==> src/rtl/cifpd_pkg.sv <==
package cifpd_pkg;

	// field widths
	localparam int PIX_W   = 18;
	localparam int DEPTH_W = 32;
	localparam int IDX_W   = 16;
	localparam int TILE_W  = 10;
	localparam int SLICE_W = 8;

	// configuration register widths
	localparam int TS_W    = 9;
	localparam int TCNT_W  = 11;
	localparam int SCNT_W  = 9;
	localparam int SCALE_W = 24;
	localparam int BIAS_W  = 32;
	localparam int CFG_IDX_W = 3;
	localparam int CFG_DAT_W = 32;

	// grid limits
	localparam logic [TCNT_W-1:0] MAX_TILES  = TCNT_W'(1024);
	localparam logic [SCNT_W-1:0] MAX_SLICES = SCNT_W'(256);

	// register indexes
	localparam logic [CFG_IDX_W-1:0] REG_TILE_SIZE   = 3'd0;
	localparam logic [CFG_IDX_W-1:0] REG_TILES_X     = 3'd1;
	localparam logic [CFG_IDX_W-1:0] REG_TILES_Y     = 3'd2;
	localparam logic [CFG_IDX_W-1:0] REG_SLICES      = 3'd3;
	localparam logic [CFG_IDX_W-1:0] REG_SLICE_SCALE = 3'd4;
	localparam logic [CFG_IDX_W-1:0] REG_SLICE_BIAS  = 3'd5;

	// whole-pixel coordinate after dropping the four fraction bits
	localparam int QPIX_W = PIX_W - 5;
	// log2 result: signed Q6.16
	localparam int FRAC_W = 16;
	localparam int LOG_W  = 6 + FRAC_W;
	localparam int POS_W  = 5;

	// pipeline depth
	localparam int TILE_LAT  = QPIX_W + 2;
	localparam int LOG_LAT   = FRAC_W + 1;
	localparam int SLICE_LAT = LOG_LAT + 2;
	localparam int PIPE_LAT  = SLICE_LAT + 2;

	typedef logic [TILE_W-1:0] tile_t;

endpackage

==> src/rtl/cifpd_slice_unit.sv <==
module cifpd_slice_unit (
	input  logic                          clk,
	input  logic                          en,
	input  logic [cifpd_pkg::LOG_W-1:0]   log_val,
	input  logic [cifpd_pkg::SCALE_W-1:0] scale,
	input  logic [cifpd_pkg::BIAS_W-1:0]  bias,
	input  logic [cifpd_pkg::SCNT_W-1:0]  num_slices,
	output logic [cifpd_pkg::SLICE_W-1:0] slice
);
	import cifpd_pkg::*;

	localparam int PROD_W = LOG_W + SCALE_W + 1;
	localparam int SUM_W  = BIAS_W + 17;

	logic signed [PROD_W-1:0] prod_s1;
	logic signed [SUM_W-1:0]  sum;
	logic [SCNT_W-1:0]        smax;
	logic [15:0]              whole;
	logic [SLICE_W-1:0]       slice_s2;

	// scale the log value
	always_ff @(posedge clk) begin
		if (en) begin
			prod_s1 <= $signed(log_val) * $signed({1'b0, scale});
		end
	end

	// add bias and clamp
	assign sum   = SUM_W'(prod_s1) + $signed({bias, 16'b0});
	assign smax  = num_slices - SCNT_W'(1);
	assign whole = sum[47:32];

	always_ff @(posedge clk) begin
		if (en) begin
			if (sum[SUM_W-1]) begin
				slice_s2 <= '0;
			end else if (whole > 16'(smax)) begin
				slice_s2 <= SLICE_W'(smax);
			end else begin
				slice_s2 <= SLICE_W'(whole);
			end
		end
	end

	assign slice = slice_s2;
endmodule

==> config.mk <==
export PLATFORM = sky130hd
export DESIGN_NAME = cifpd_slice_unit
export DESIGN_NICKNAME = d
export VERILOG_FILES = /design/src/rtl/cifpd_pkg.sv /design/src/rtl/cifpd_slice_unit.sv
export SDC_FILE = /design/constraint.sdc
export NUM_CORES = 1
export LEC_CHECK = 0
export BUFFER_PORTS_ARGS = -buffer_cell sky130_fd_sc_hd__buf_4
export CORE_ASPECT_RATIO = 1.75
export CORE_UTILIZATION = 42
export CTS_BUF_LIST = sky130_fd_sc_hd__clkbuf_8
export CTS_CLUSTER_SIZE = 20
export DETAILED_ROUTE_END_ITERATION = 10
export PLACE_DENSITY = 0.55
export SETUP_SLACK_MARGIN = 0.15
export SLEW_MARGIN = 20
export SYNTH_ARGS = -nofsm -noshare
export SYNTH_HDL_FRONTEND = slang
export SYNTH_SLANG_ARGS = --single-unit
==> constraint.sdc <==
create_clock -name clk -period 20.5 [get_ports clk]
set_input_delay 1.025 -clock clk [delete_from_list [all_inputs] [get_ports clk]]
set_output_delay 1.025 -clock clk [all_outputs]
set_load 0.005 [all_outputs]
==> results of run 1 <==
sequential cells by signal (all words and copies together) (netlist names):
signal,flops
slice,8
prod_s1,31
cells in the mapped netlist, types with 4 or more instances:
library cell  number  area, um2
a21o_1            19        143
inv_1            492       1850
nor3_1            15       75.1
nor2_1            31        116
xor2_1            14        123
clkbuf_1          94        353
and2_1           211       1320
a211oi_1          10       75.1
o21bai_1           4       30.0
a21oi_1           46        230
xnor2_1           33        289
o21a_1            11       82.6
nor4_1             4       25.0
fa_1             437       8750
ha_1             228       2850
nor2b_1           18        113
nand2_1          322       1210
o21ai_0           20        100
nand3_1            8       40.0
a31oi_1            4       25.0
o22ai_1            4       25.0
o211ai_1           7       52.6
nand4_1           16        100
edfxtp_1          39       1170
nand2b_1          18        113
path summary, 6_finish.rpt:
kind / to
worst max-delay path: prod_s1[46]$_DFFE_PP_
worst min-delay path: slice[1]$_SDFFCE_PP0P_
worst max register to register: slice[6]$_SDFFCE_PP0P_
worst min register to register: slice[1]$_SDFFCE_PP0P_
critical path, delay by kind of cell:
kind	cells	cell delay, ps
buffers and inverters	4	440
AOI/OAI and AO/OA	7	1960
and+or+nand+nor	3	740
adders and majority gates	8	3990
logic make-up (layout without fill, tap and decap cells):
logic type | count (synthesis) | in the layout
buffers and inverters | 587 | 596
and+or+nand+nor | 669 | 669
adders and majority gates | 665 | 665
DFF | 39 | 39
other | 0 | 1
xor gates and xnor gates | 47 | 47
muxes | 1 | 1
AOI/OAI and AO/OA | 167 | 167
cell type report:
type                            instances  area [um2]
Sequential cell                        39        1170
Timing Repair Buffer                   96         721
Multi-Input combinational cell       1549       16500
Clock buffer                            5        68.8
Inverter                              492        1850
Antenna cell                            1        2.50
Clock inverter                          3        12.5
Tap cell                              588         736
Fill cell                            4623       25800
stage by stage:
step                      instances  area, um2
after floorplan                2175      19900
after global placement         2764      21000
after detailed placement       2764      21000
after CTS                      2772      21100
after global routing           2772      21100
final                          2773      21100
per-layer routing:
metal	global-route usage	up-vias	wire, um
li1	-	6572	-
met1	0.243	7625	19000
met2	0.474	345	31500
met3	0.0130	128	1440
met4	0.0989	0	2610
met5	0	-	0
==> out/metrics.csv, run 1 <==
stage;metric;value;unit
status;status;finished, violations left;
status;violations;design-rule violations;
clock_tree;numCtsBuffers;5;
grt;grt_pass1_vias;16558;
routing;drc_errors;2;
timing;fin_setup_tns;0;ps
timing;period_share;0.398;
timing;fmax;0.122;GHz
clock_tree;clk_pin_slew;70;ps
timing;setup_viol;0;
clock_tree;insertion_delay;290;ps
worst_setup_path;reg2reg_depth;16;
die;coreArea;46900;um2
worst_setup_path;max_stage_delay;620;ps
timing;drv_slew;0;
cells_and_area;layout_common_cells;inv_1 (494), fa_1 (437), nand2_1 (322);
synthesis;synthDistinctLibCells;71;
routing;routed_wl;54600;um
clock_tree;cts_sinks;39;
clock_tree;ctsHoldBuffers;0;
timing;worst_pin_slew;594;ps
synthesis;synth_fp_nets;2929;
grt;globalRoute.totalOverflow;0;
worst_setup_path;required;20540;ps
clock_tree;postCtsSetupBuffers;0;
placement;finalWeightedCongestion;0.854;
cells_and_area;final_common_cell;inv_1;
worst_setup_path;startpoint_type;primary input;
clock_tree;post_cts_resized;0;
hold_path;hp-class;reg -> reg;
synthesis;async_reset_ff_frac;0;
worst_setup_path;endpoint_kind;register;
synthesis;synthAdderAreaFrac;0.582;
grt;antenna_found_initial;2;
synthesis;ys_seq_elements;39;
timing;setup_ws;12340;ps
placement;portBuffers;96;
die;chipHeight;290;um
clock_tree;clock-root-buffer;clkbuf_8;
worst_setup_path;crit_fanout;22;
synthesis;synth_compound_area_frac;0.0599;
synthesis;syn_inst;2175;
timing;whs;1030;ps
routing;vias;14670;
clock_tree;clockBufferDepth;2;
routing;drt_iter0_drc;651;
worst_setup_path;startpoint;scale[12];
worst_setup_path;crit_type;in -> reg;
placement;post-place-ws;12010;ps
synthesis;synth_area;19900;um2
synthesis;syn_avg_cell_area;9.16;um2
cells_and_area;final_util;0.450;
worst_setup_path;critPathMostFrequentCell;fa_1;
grt;grt_pass1_wl;86900;um
cells_and_area;layout-drive-gt1-share;0.0595;
cells_and_area;area_delta_synth_final;5.92;%
worst_setup_path;cp_slowest_cell;fa_1;
synthesis;muxShareOfSynthArea;0.000502;
synthesis;synth-xor-area-share;0.0207;
timing;fin_crit;8160;ps
synthesis;synth_edf_count;39;
cells_and_area;finalNetCount;2937;
routing;wl_per_cell;19.7;um
worst_setup_path;r2r_setup_slack;16270;ps
placement;dp_hpwl;45100;um
synthesis;yosys_warnings;0;
die;initial_core_util;0.425;
synthesis;ys_seq_area_frac;0.0588;
worst_setup_path;worstPathCellList;buf_4 -> nand2_1 -> fa_1 -> fa_1 -> fa_1 -> inv_1 -> fa_1 -> fa_1 -> fa_1 -> inv_1 -> fa_1 -> inv_1 -> ha_1 -> a21oi_1 -> o21a_1 -> o211ai_1 -> o31ai_1 -> o22ai_1 -> a221oi_2 -> o31ai_1 -> and4_1 -> or3_1;
grt;grt_max_degree;40;
timing;rsz0062_at_grt;no;
job;cap_violations;0;
routing;routed_via_density;5.29;
hold_path;min-delay-start;prod_s1[33]$_DFFE_PP_;
timing;hold_viol;0;
synthesis;synth-simple-area-share;0.167;
synthesis;synth_ff_type;edfxtp_1;
die;die_w;167;um
hold_path;min_path_cells;4;
synthesis;synth_top_family_by_area;adder cells;
grt;track_usage;0.234;
die;die-area;48300;um2
routing;first_pass_iters;8;
timing;skew;2.83;ps
clock_tree;htree_levels;2;
die;rows;105;
routing;antenna_left;0;
worst_setup_path;regToRegStartpoint;prod_s1[25]$_DFFE_PP_;
clock_tree;cts_tree;built;
timing;relSlewSlack;0.601;
die;num_io_pins;97;
worst_setup_path;crit_arrival;8200;ps
Power of run 1 is left out: the tool's default activity adds up to more than one toggle a clock period on the data nets, which glitch-free logic cannot reach.
==> inputs of run 2 (changes only) <==
Settings changed: PLACE_DENSITY 0.55 to 0.57.
Clock period 20.5 ns to 7.45 ns, I/O delays scaled along.
==> run 2 against run 1 <==
Compared with the run above:
- the run still ends with design-rule violations left
- first-iteration DRC count is 11% higher
- flip-flop and latch count is the same
- register-to-register slack got worse by 13000 ps
- via count increased by 1.9%
- global-route usage is 0.63 points higher
- hold slack got worse by 470 ps
- worst setup slack lost 12000 ps
- highest routed layer unchanged
==> out/metrics.csv, run 2 (synthesis gave the netlist of run 1 again) <==
stage;metric;value;unit
worst_setup_path;crit_fanout;17;
worst_setup_path;startpoint_type;primary input;
timing;worst_pin_slew;569;ps
grt;globalRoute.totalOverflow;0;
cells_and_area;multi_input_area;16600;um2
placement;dp_hpwl;47800;um
grt;track_usage;0.240;
worst_setup_path;cp_slowest_cell;fa_1;
cells_and_area;fill_cells;4575;
grt;grt_pass1_vias;16889;
routing;routed_wl;55900;um
cells_and_area;area_delta_synth_final;8.41;%
cells_and_area;seq_area;1170;um2
hold_path;min-delay-start;en;
timing;fin_crit;7150;ps
grt;antenna_found_initial;2;
placement;portBuffers;96;
timing;fin_setup_tns;0;ps
worst_setup_path;endpoint_kind;register;
timing;drv_slew;0;
die;chipHeight;290;um
worst_setup_path;critPathMostFrequentCell;fa_1;
cells_and_area;layout_common_cells;inv_1 (492), fa_1 (437), nand2_1 (322);
die;die-area;48300;um2
routing;vias;14943;
clock_tree;clk_pin_slew;80;ps
status;status;finished, violations left;
routing;first_pass_iters;8;
routing;drc_errors;1;
die;coreArea;46900;um2
routing;routed_via_density;5.27;
timing;period_share;0.959;
routing;wl_per_cell;19.7;um
status;violations;design-rule violations;
worst_setup_path;startpoint;log_val[7];
routing;antenna_left;0;
job;cap_violations;0;
placement;finalWeightedCongestion;0.888;
worst_setup_path;cp_num_buf_inv;7;
worst_setup_path;required;7490;ps
die;die_w;167;um
routing;drt_iter0_drc;724;
timing;hold_viol;0;
hold_path;hp-class;in -> reg;
die;rows;105;
die;initial_core_util;0.425;
clock_tree;cts_sinks;39;
die;num_io_pins;97;
timing;relSlewSlack;0.621;
cells_and_area;finalNetCount;2998;
timing;rsz0062_at_grt;no;
clock_tree;numCtsBuffers;5;
grt;grt_max_degree;40;
worst_setup_path;crit_arrival;7190;ps
grt;grt_pass1_wl;89100;um
timing;fmax;0.140;GHz
cells_and_area;layout-drive-gt1-share;0.0864;
clock_tree;clockBufferDepth;2;
worst_setup_path;path_delay_family;adder cells;
clock_tree;clock-root-buffer;clkbuf_8;
clock_tree;htree_levels;2;
worst_setup_path;crit_type;in -> reg;
worst_setup_path;max_stage_delay;650;ps
cells_and_area;final_common_cell;inv_1;
timing;skew;3.44;ps
clock_tree;cts_tree;built;
cells_and_area;largest_register;prod_s1;
timing;setup_viol;0;
cells_and_area;largest_reg_flops;31;
clock_tree;insertion_delay;290;ps
worst_setup_path;regToRegStartpoint;prod_s1[30]$_DFFE_PP_;
[run 2: layout make-up]
class                   count  area share
clock buffers               5     0.00319
repair buffers            157      0.0546
inverters                 492      0.0855
multi-input cells        1549       0.767
flip-flops and latches     39      0.0542
diodes                      1    0.000116
well taps                 588      0.0341
clock inverters             3     0.00180
[run 2: worst register-to-register path, delay by kind of cell (launching register included)]
kind,cells,cell delay [ps]
flops,1,380
simple gates,5,1120
fa+ha+maj,2,640
xor+xnor,1,170
compound gates,8,1910
[run 2: routing by layer]
| metal | vias to the layer above | global-route usage | routed length, um |
|---|---|---|---|
| li1 | 6699 | - | - |
| met1 | 7730 | 0.254 | 19100 |
| met2 | 388 | 0.479 | 32300 |
| met3 | 126 | 0.0128 | 1650 |
| met4 | 0 | 0.109 | 2860 |
| met5 | - | 0 | 0 |
[run 2: worst paths after layout]
path	slack, ps	endpoint	depth (start not counted)
max	300	prod_s1[46]$_DFFE_PP_	25
min	570	prod_s1[45]$_DFFE_PP_	1
max reg2reg	3030	slice[6]$_SDFFCE_PP0P_	16
min reg2reg	1110	slice[1]$_SDFFCE_PP0P_	4
[run 2: what timing repair did]
action,4_1_cts,5_1_grt
hold buffers,0,0
setup endpoints to repair,0,1
setup buffers,0,1
gates resized for setup,0,2
[run 2: metrics by stage]
stage	instances	hold WS (ps)	util	cell area, um2	setup WS [ps]
floorplan	2175	485	-	19900	677
global placement	2824	780	0.458	21500	140
detailed placement	2824	780	0.458	21500	40.6
CTS	2832	569	0.460	21600	350
global route	2834	582	0.460	21600	62.6
finish	2834	569	0.460	21600	303
Power of run 2 is left out for the same reason.
