--- src/rtl/cifpd_pkg.sv ---
package cifpd_pkg;

	// field widths
	localparam int PIX_W   = 18;
	localparam int DEPTH_W = 32;
	localparam int IDX_W   = 16;
	localparam int TILE_W  = 10;
	localparam int SLICE_W = 8;

	// configuration register widths
	localparam int TS_W    = 9;
	localparam int TCNT_W  = 11;
	localparam int SCNT_W  = 9;
	localparam int SCALE_W = 24;
	localparam int BIAS_W  = 32;
	localparam int CFG_IDX_W = 3;
	localparam int CFG_DAT_W = 32;

	// grid limits
	localparam logic [TCNT_W-1:0] MAX_TILES  = TCNT_W'(1024);
	localparam logic [SCNT_W-1:0] MAX_SLICES = SCNT_W'(256);

	// register indexes
	localparam logic [CFG_IDX_W-1:0] REG_TILE_SIZE   = 3'd0;
	localparam logic [CFG_IDX_W-1:0] REG_TILES_X     = 3'd1;
	localparam logic [CFG_IDX_W-1:0] REG_TILES_Y     = 3'd2;
	localparam logic [CFG_IDX_W-1:0] REG_SLICES      = 3'd3;
	localparam logic [CFG_IDX_W-1:0] REG_SLICE_SCALE = 3'd4;
	localparam logic [CFG_IDX_W-1:0] REG_SLICE_BIAS  = 3'd5;

	// whole-pixel coordinate after dropping the four fraction bits
	localparam int QPIX_W = PIX_W - 5;
	// log2 result: signed Q6.16
	localparam int FRAC_W = 16;
	localparam int LOG_W  = 6 + FRAC_W;
	localparam int POS_W  = 5;

	// pipeline depth
	localparam int TILE_LAT  = QPIX_W + 2;
	localparam int LOG_LAT   = FRAC_W + 1;
	localparam int SLICE_LAT = LOG_LAT + 2;
	localparam int PIPE_LAT  = SLICE_LAT + 2;

	typedef logic [TILE_W-1:0] tile_t;

endpackage

--- src/rtl/cifpd_tile_unit.sv ---
module cifpd_tile_unit (
	input  logic                           clk,
	input  logic                           en,
	input  logic [cifpd_pkg::PIX_W-1:0]    pix,
	input  logic [cifpd_pkg::TS_W-1:0]     tile_size,
	input  logic [cifpd_pkg::TCNT_W-1:0]   count,
	output cifpd_pkg::tile_t               tile
);
	import cifpd_pkg::*;

	logic [TS_W-1:0]   ts_eff;
	logic [TCNT_W-1:0] cnt_m1;

	// stage registers: index 0 is the captured input
	logic [QPIX_W-1:0] dvd_s [0:QPIX_W];
	logic [QPIX_W-1:0] quo_s [0:QPIX_W];
	logic [TS_W-1:0]   rem_s [0:QPIX_W];
	logic              neg_s [0:QPIX_W];
	tile_t             tile_q;

	assign ts_eff = (tile_size == '0) ? TS_W'(1) : tile_size;
	assign cnt_m1 = count - TCNT_W'(1);

	// capture whole-pixel dividend
	always_ff @(posedge clk) begin
		if (en) begin
			dvd_s[0] <= pix[PIX_W-2:4];
			neg_s[0] <= pix[PIX_W-1];
			quo_s[0] <= '0;
			rem_s[0] <= '0;
		end
	end

	// restoring division, one quotient bit per stage
	for (genvar k = 0; k < QPIX_W; k++) begin : g_div
		logic [TS_W:0] trial;
		logic          ge;
		assign trial = {rem_s[k], dvd_s[k][QPIX_W-1-k]};
		assign ge    = (trial >= {1'b0, ts_eff});
		always_ff @(posedge clk) begin
			if (en) begin
				dvd_s[k+1] <= dvd_s[k];
				neg_s[k+1] <= neg_s[k];
				quo_s[k+1] <= {quo_s[k][QPIX_W-2:0], ge};
				rem_s[k+1] <= ge ? TS_W'(trial - {1'b0, ts_eff}) : TS_W'(trial);
			end
		end
	end

	// clamp to the grid
	always_ff @(posedge clk) begin
		if (en) begin
			if (neg_s[QPIX_W]) begin
				tile_q <= '0;
			end else if ({1'b0, quo_s[QPIX_W]} > (QPIX_W+1)'(cnt_m1)) begin
				tile_q <= TILE_W'(cnt_m1);
			end else begin
				tile_q <= TILE_W'(quo_s[QPIX_W]);
			end
		end
	end

	assign tile = tile_q;
endmodule

--- config.mk ---
export PLATFORM = sky130hd
export DESIGN_NAME = cifpd_tile_unit
export DESIGN_NICKNAME = d
export VERILOG_FILES = /design/src/rtl/cifpd_pkg.sv /design/src/rtl/cifpd_tile_unit.sv
export SDC_FILE = /design/constraint.sdc
export NUM_CORES = 1
export LEC_CHECK = 0
export BUFFER_PORTS_ARGS = -buffer_cell sky130_fd_sc_hd__buf_2
export CORE_MARGIN = 10
export CORE_UTILIZATION = 50
export DETAILED_ROUTE_END_ITERATION = 7
export GPL_TIMING_DRIVEN = 1
export PLACE_DENSITY_LB_ADDON = 0.15
export SLEW_MARGIN = 10
export SYNTH_ARGS = -nofsm -noshare
export SYNTH_HDL_FRONTEND = slang
export SYNTH_SLANG_ARGS = --single-unit
--- constraint.sdc ---
create_clock -name clk -period 6.61 [get_ports clk]
set_clock_uncertainty 0.05 [all_clocks]
set_input_delay 0 -clock clk [delete_from_list [all_inputs] [get_ports clk]]
set_output_delay 0 -clock clk [all_outputs]
set_load 0.005 [all_outputs]
==> impl_results.md, run 1 <==
- Final-layout setup total negative slack: 0 ns
- Number of top-level pins: 50
- Worst hold start: en
- Leakage power of the design: between 6 and 7 nW
- Cell type of the slowest stage on the worst timing path: dlygate4sd3_1
- # nets final: 1345
- Layout fillers: 2468
- Total instance count after detailed placement: 1500
- Post-route insts no fill: 1595
- Pre-Repair DR Iteration Count: 5
- Die extent in y: 196 um
- Most used flip-flop cell after synthesis: edfxtp_1
- Number of global-route vias before repair: 9066
- Final critical-path required period: 3.60 ns
- Cell-by-cell listing of the critical path: dlygate4sd3_1, buf_2, nor4_2, nand2_1, or4b_1, xor2_1, ha_1, nand4_1, a211oi_1, o32ai_2, nor2_1, a211oi_1
- Number of buffers inserted during clock tree synthesis: 36
- Yosys top cell area share: 60.8%
- Result of the run: finished with violations
- Row count: 64
- Count of routing violations after the opening detailed-route iteration: 548
- Initial Utilization: 50.7%
- Failing checks: hold timing
- Worst Path Arrival: around 3.8 ns
- Aggregate global routing overflow: 0
- Largest net degree at the start of global routing: 129
- Insertion delay to the later sink of the worst-skew pair: 0.52 ns
- Worst-case hold slack: -0.0104 ns
- Summed area of non-filler cells in the final layout: 17700 um2
- Max transition margin: between 30% and 40%
- Antenna violations before repair: 0
- Path category of the worst min-delay check: input pin to flip-flop
- Routed length on met1: 12700 um
- Crit path kind: input pin to flip-flop
- Met3 layer wire length in the routed design: 1170 um
- Count of flip-flops with a built-in enable after synthesis: 314
- Remaining routing DRC violations: 0
- Max Slew Vio Count: 0
- HPWL after detailed placement: 17800 um
- Post-synthesis to final-layout area growth: 14.2%
- Transition time at the pin with the least slew margin: 0.991 ns
- Final count of negative-setup-slack endpoints: 0
- Worst-path fanout max: 8
- Pre-CTS setup slack: 3.00 ns
- Area of the multi-input gates: 5830 um2
- Leading post-synthesis cells by instance count: edfxtp_1, ha_1, mux2_2, a21oi_1, inv_1
- Register clock-pin slew on the reported worst setup and hold paths: ~0.06 ns
- Number of buffers on the longest clock path: 3
- Async set-reset flop share out of synthesis: 0%
- Worst IR drop on VDD: 238 uV
- Top area cells in the synthesized netlist: edfxtp_1, ha_1, mux2_2, xor2_1, xnor2_1
- Total track usage: between 10% and 20%
- Buffers added on ports: 45
- Kind of cell adding the most delay to the critical path: simple AND/OR/NAND/NOR gates
- Depth of the CTS H-tree: 2
- Yosys top cell by area: edfxtp_1
- Cells after synthesis: 1071
- Number of hold-slack violations in the final timing report: 5
- Layout cell share with drive strength beyond 1: 17.8%
- Ant. Diodes: 0
- Most frequent cell after synthesis: edfxtp_1
- Netlist area before placement: 15500 um2
- RSZ-0062 raised after global routing: false
- CTS Root Buffer Type: clkbuf_16
- Crit path required time: ~6.8 ns
- Max_cap viols: 0
- Crit end category: flip-flop
- Width of the die: 196 um
- DRT antenna net count: 0
- Standard cell area after detailed placement: 16200 um2
- Setup slack, reg-to-reg: 3.93 ns
- Net Count, Synth: 1244
- Minimum setup slack in the final design: 3.01 ns
- Startpoint kind of the worst setup timing path: input pin
- Total number of vias: 8865
- Capture point of the worst reg-to-reg path: rem_s[0][47]
- R2R cell count: 9
- Via-to-Cell Ratio: 5.56
- First-pass GRT wire length: 45800 um
- Clock tree from TritonCTS: yes
- Core outline area: just over 30000 um2
- Critical Path Most Common Cell: a211oi_1
- Worst reg2reg startpoint: dvd_s[0][60]
- Met2 wire length: 12900 um
- Post-CTS Setup Repair Bufs: 0
- Cell depth of the worst min-delay path: 1
- Max layer used: met4
- Final Cycle Share: a little over half
- Yosys warning count: 0
- Worst Hold End: dvd_s[0][6]
- Highest achievable clock rate: 0.277 GHz
- Sequential cell area: 9430 um2
- Mean cell area of the mapped netlist: 14.5 um2
- Portion of the post-synthesis area used by sequential elements: 60.8%
- Post-synthesis sequential element count: 314
- Library cells used by synthesis: 55
- Power per cell area: 385 nW/um2
- Die ar.: ~38000 um2
- Average routed wire per standard cell: approximately 17 um
- Buffer and inverter count on the worst path: 2
- Placer's final routability congestion estimate: between 0.8 and 0.9
- Delay of the slowest cell on the worst path: 0.54 ns
- Clock Sinks: approximately 310
- Overall routed net length: 27400 um
- CTS-repair resized insts: 0
==> power breakdown <==
part           switching (W)  total (W)  internal [W]
registers           0.000163    0.00286       0.00270
clock network       0.000783    0.00199       0.00120
logic               0.000997    0.00197      0.000974
total                0.00194    0.00682       0.00488
==> state kept, by name, summed over array words and instances, names as in the netlist <==
name / count
dvd_s: 91
neg_s: 14
quo_s: 91
rem_s: 108
tile: 10
==> worst max path at each step <==
| stage | from | to | slack, ns | depth (start not counted) |
|---|---|---|---|---|
| after floorplan | tile_size[4] | rem_s[1][40] | 2.86 | 12 |
| after global placement | count[5] | tile[2] | 3.14 | 11 |
| after detailed placement | count[5] | tile[3] | 3.00 | 11 |
| after CTS | count[5] | tile[3] | 2.99 | 12 |
| after global routing | count[5] | tile[2] | 2.78 | 12 |
| final | count[5] | tile[3] | 3.01 | 12 |
==> cell families after synthesis <==
group	synth area share (%)
DFF	60.8
AOI/OAI and AO/OA	8.74
and+or+nand+nor	6.90
adders and majority gates	11.3
muxes	6.36
xor gates and xnor gates	4.23
buffers and inverters	1.73
==> worst register-to-register path: stages, from the launching register on <==
cell and delay, ns:
edfxtp_1 0.35, inv_1 0.08, ha_1 0.17, inv_1 0.06
fa_1 0.43, nand3_1 0.11, a21oi_1 0.09, o31a_1 0.30
nand2b_1 0.37, mux2_2 0.40
==> routing by layer <==
layer	vias up	global-route usage, %
met2	184	23.6
li1	4404	-
met1	4230	19.1
met5	-	0
met3	47	2.68
met4	0	4.38
==> what timing repair did <==
| action | CTS | global route |
|---|---|---|
| hold endpoints to repair | 30 | 0 |
| setup endpoints to repair | 0 | 0 |
| hold buffers | 30 | 0 |
==> layout make-up <==
cell class              instances  share of cell area [%]
clock buffers                  39                    5.15
clock inverters                26                    1.69
inverters                      48                    1.02
multi-input cells             692                    32.9
flip-flops and latches        314                    53.2
well taps                     396                    2.80
repair buffers                 80                    3.23
==> per-stage QoR <==
stage | utilization, % | total power [W]
2_1_floorplan | - | 0.00442
3_3_place_gp | 53.0 | 0.00482
3_5_place_dp | 53.0 | 0.00485
4_1_cts | 57.9 | 0.00688
5_1_grt | 57.9 | 0.00724
6_report | 57.9 | 0.00682
==> layout by cell type (no fill, tap or decap), types with 8 or more instances in the layout <==
cell type / instances
a211oi_1: 25
o21ai_0: 19
nand2_1: 37
buf_2: 44
nor2_1: 41
nand3b_1: 10
a31oi_1: 26
xor2_1: 38
edfxtp_1: 314
clkbuf_16: 36
mux2_2: 76
mux2i_1: 12
nand3_1: 24
a21oi_1: 64
nand4_1: 35
and3b_1: 10
dlygate4sd3_1: 30
xnor2_1: 37
fa_1: 11
a21o_1: 26
a21oi_2: 8
ha_1: 122
inv_1: 47
Power figures use the tool's default switching activity.
==> run 2, diff against run 1 <==
- clock period: 6.61 -> 3.2 ns (I/O delays scaled with it)
==> run 2 against run 1 <==
  * Sequential share of layout area is 1.1 points lower
  * Largest cell class unchanged
  * Highest routed layer unchanged
  * Via count grew 2.7%
  * Clock-buffer cell count grew 1
  * Flip-flop and latch count did not move
  * Worst hold slack better by 0.069 ns
  * The run now ends clean
==> impl_results.md, run 2 (synthesized netlist as in run 1, its figures left out) <==
- Result of the run: completed
- Max Slew Vio Count: 0
- Initial Utilization: 50.7%
- Crit path kind: input pin to flip-flop
- Design Power: 0.0144 W
- Number of buffers inserted during clock tree synthesis: 36
- Layout cell share with drive strength beyond 1: 21.0%
- Most frequent cells in the layout: edfxtp_1, ha_1, mux2_2
- Clock Sinks: 314
- Final critical-path required period: a little over 3 ns
- Final Cycle Share: 95.0%
- Capture point of the worst reg-to-reg path: rem_s[1][19]
- HPWL after detailed placement: 18700 um
- Number of buffers on the longest clock path: 3
- Depth of the CTS H-tree: 2
- Worst reg2reg startpoint: dvd_s[1][16]
- Clock tree from TritonCTS: yes
- Cell depth of the worst min-delay path: 4
- Register clock-pin slew on the reported worst setup and hold paths: ~0.060 ns
- Largest net degree at the start of global routing: 87
- Worst IR drop on VDD: 440 uV
- Worst Hold End: tile[5]
- Standard cell area after detailed placement: 16400 um2
- Worst hold start: count[5]
- Registers with the most flip-flops: rem_s x108, dvd_s x91, quo_s x91
- Die extent in y: 196 um
- Buffers added on ports: 45
- Fraction of the core area covered by cells at the end of the flow: 59.1%
- CTS Root Buffer Type: clkbuf_16
- RSZ-0062 raised after global routing: true
- Flip-flop count of the largest register after layout: 108
- Average routed wire per standard cell: 17.6 um
- Worst Path Arrival: 3.32 ns
- Pre-Repair DR Iteration Count: 6
- Power per cell area: 794 nW/um2
- Startpoint kind of the worst setup timing path: input pin
- Number of top-level pins: 50
- Minimum setup slack in the final design: 0.161 ns
- Width of the die: ~200 um
- Number of hold-slack violations in the final timing report: 0
- Max_cap viols: 0
- Final count of negative-setup-slack endpoints: 0
- Die ar.: 38500 um2
- Core outline area: 30600 um2
- Top reg by flops: rem_s
- Post-synthesis to final-layout area growth: 16.6%
- Crit path required time: 3.48 ns
- Transition time at the pin with the least slew margin: approximately 0.77 ns
- Max transition margin: 48.9%
- Insertion delay to the later sink of the worst-skew pair: ~0.52 ns
- Post-route insts no fill: between 1500 and 2000
- Remaining routing DRC violations: 0
- Aggregate global routing overflow: 0
- DRT antenna net count: 0
- Total number of vias: 9102
- Count of routing violations after the opening detailed-route iteration: 598
- Overall routed net length: 28400 um
- Worst-path fanout max: 8
- Placer's final routability congestion estimate: 0.873
- Leakage power of the design: 6.89 nW
- Highest achievable clock rate: 0.329 GHz
- Ant. Diodes: 0
- Via-to-Cell Ratio: 5.64
- Most frequent standard cell in the layout excluding fill and tap cells: edfxtp_1
- Total instance count after detailed placement: 1516
- Path category of the worst min-delay check: input pin to flip-flop
- Number of global-route vias before repair: just over 9000
- Summed area of non-filler cells in the final layout: 18100 um2
- Antenna violations before repair: 0
- Pre-CTS setup slack: -0.0518 ns
- R2R cell count: 10
- Setup slack, reg-to-reg: 0.67 ns
- Total track usage: between 10 and 15%
- Crit end category: flip-flop
- Row count: 64
- First-pass GRT wire length: 46300 um
- # nets final: between 1000 and 1500
-- run 2: cell count changes in the layout (fill, tap and decap cells not counted), sizes merged, moves of 2 or more --
| cell | previous run | this run |
|---|---|---|
| dlygate4sd3 | 30 | 28 |
| buf | 50 | 73 |
| clkinv | 15 | 9 |
| clkinvlp | 6 | 2 |
| inv | 48 | 51 |
-- run 2: worst max-delay path by stage --
| stage | startpoint | slack, ns | cells after the start | to |
|---|---|---|---|---|
| after floorplan | count[5] | 0.11 | 11 | tile[2] |
| after global placement | count[5] | -0.02 | 11 | tile[2] |
| after detailed placement | count[5] | -0.05 | 11 | tile[2] |
| after CTS | count[0] | 0.02 | 13 | tile[2] |
| after global routing | tile_size[3] | -0.02 | 14 | rem_s[0][58] |
| final | count[0] | 0.16 | 14 | tile[2] |
-- run 2: metal layers --
metal / up-vias / GRT usage, % / share of wire (%)
li1: 4453 / - / -
met1: 4367 / 19.2 / 45
met2: 219 / 23.5 / 47
met3: 63 / 2.88 / 4.7
met4: 0 / 5.46 / 2.8
met5: - / 0 / 0
-- run 2: through the flow --
step / hold slack, ns / setup TNS (ns)
6_report: 0.0586 / 0
4_1_cts: 0.00773 / 0
5_1_grt: 0.0870 / -0.0983
2_1_floorplan: 0.0489 / 0
3_5_place_dp: 0.128 / -0.380
3_3_place_gp: 0.127 / -0.0880
-- run 2: cell type report --
class / instances / area, um2
Fill cell: 2369 / 12500
Sequential cell: 314 / 9430
Clock buffer: 40 / 937
Clock inverter: 20 / 262
Timing Repair Buffer: 101 / 776
Inverter: 48 / 180
Tap cell: 396 / 495
Multi-Input combinational cell: 694 / 6010
-- run 2: what timing repair did --
item	4_1_cts	5_1_grt
setup buffers	0	7
hold buffers	28	0
resized for setup	0	29
endpoints found under the setup margin	0	85
endpoints found under the hold margin	90	0
-- run 2: critical path, stage by stage --
cell           delay [ns]
dlygate4sd3_1        0.53
buf_2                0.14
inv_2                0.08
ha_1                 0.16
nand2_1              0.09
or4b_4               0.54
xor2_2               0.17
ha_4                 0.29
nand4_1              0.18
or2_1                0.31
o32ai_4              0.34
nor2_1               0.08
buf_4                0.17
a211oi_1             0.24
-- run 2: where the power goes --
group / total [W] / internal (W) / switching, W / leakage, nW
Combinational: 0.00428 / 0.00213 / 0.00215 / 3.23
Sequential: 0.00593 / 0.00557 / 0.000353 / 3.08
Clock: 0.00416 / 0.00259 / 0.00157 / 0.581
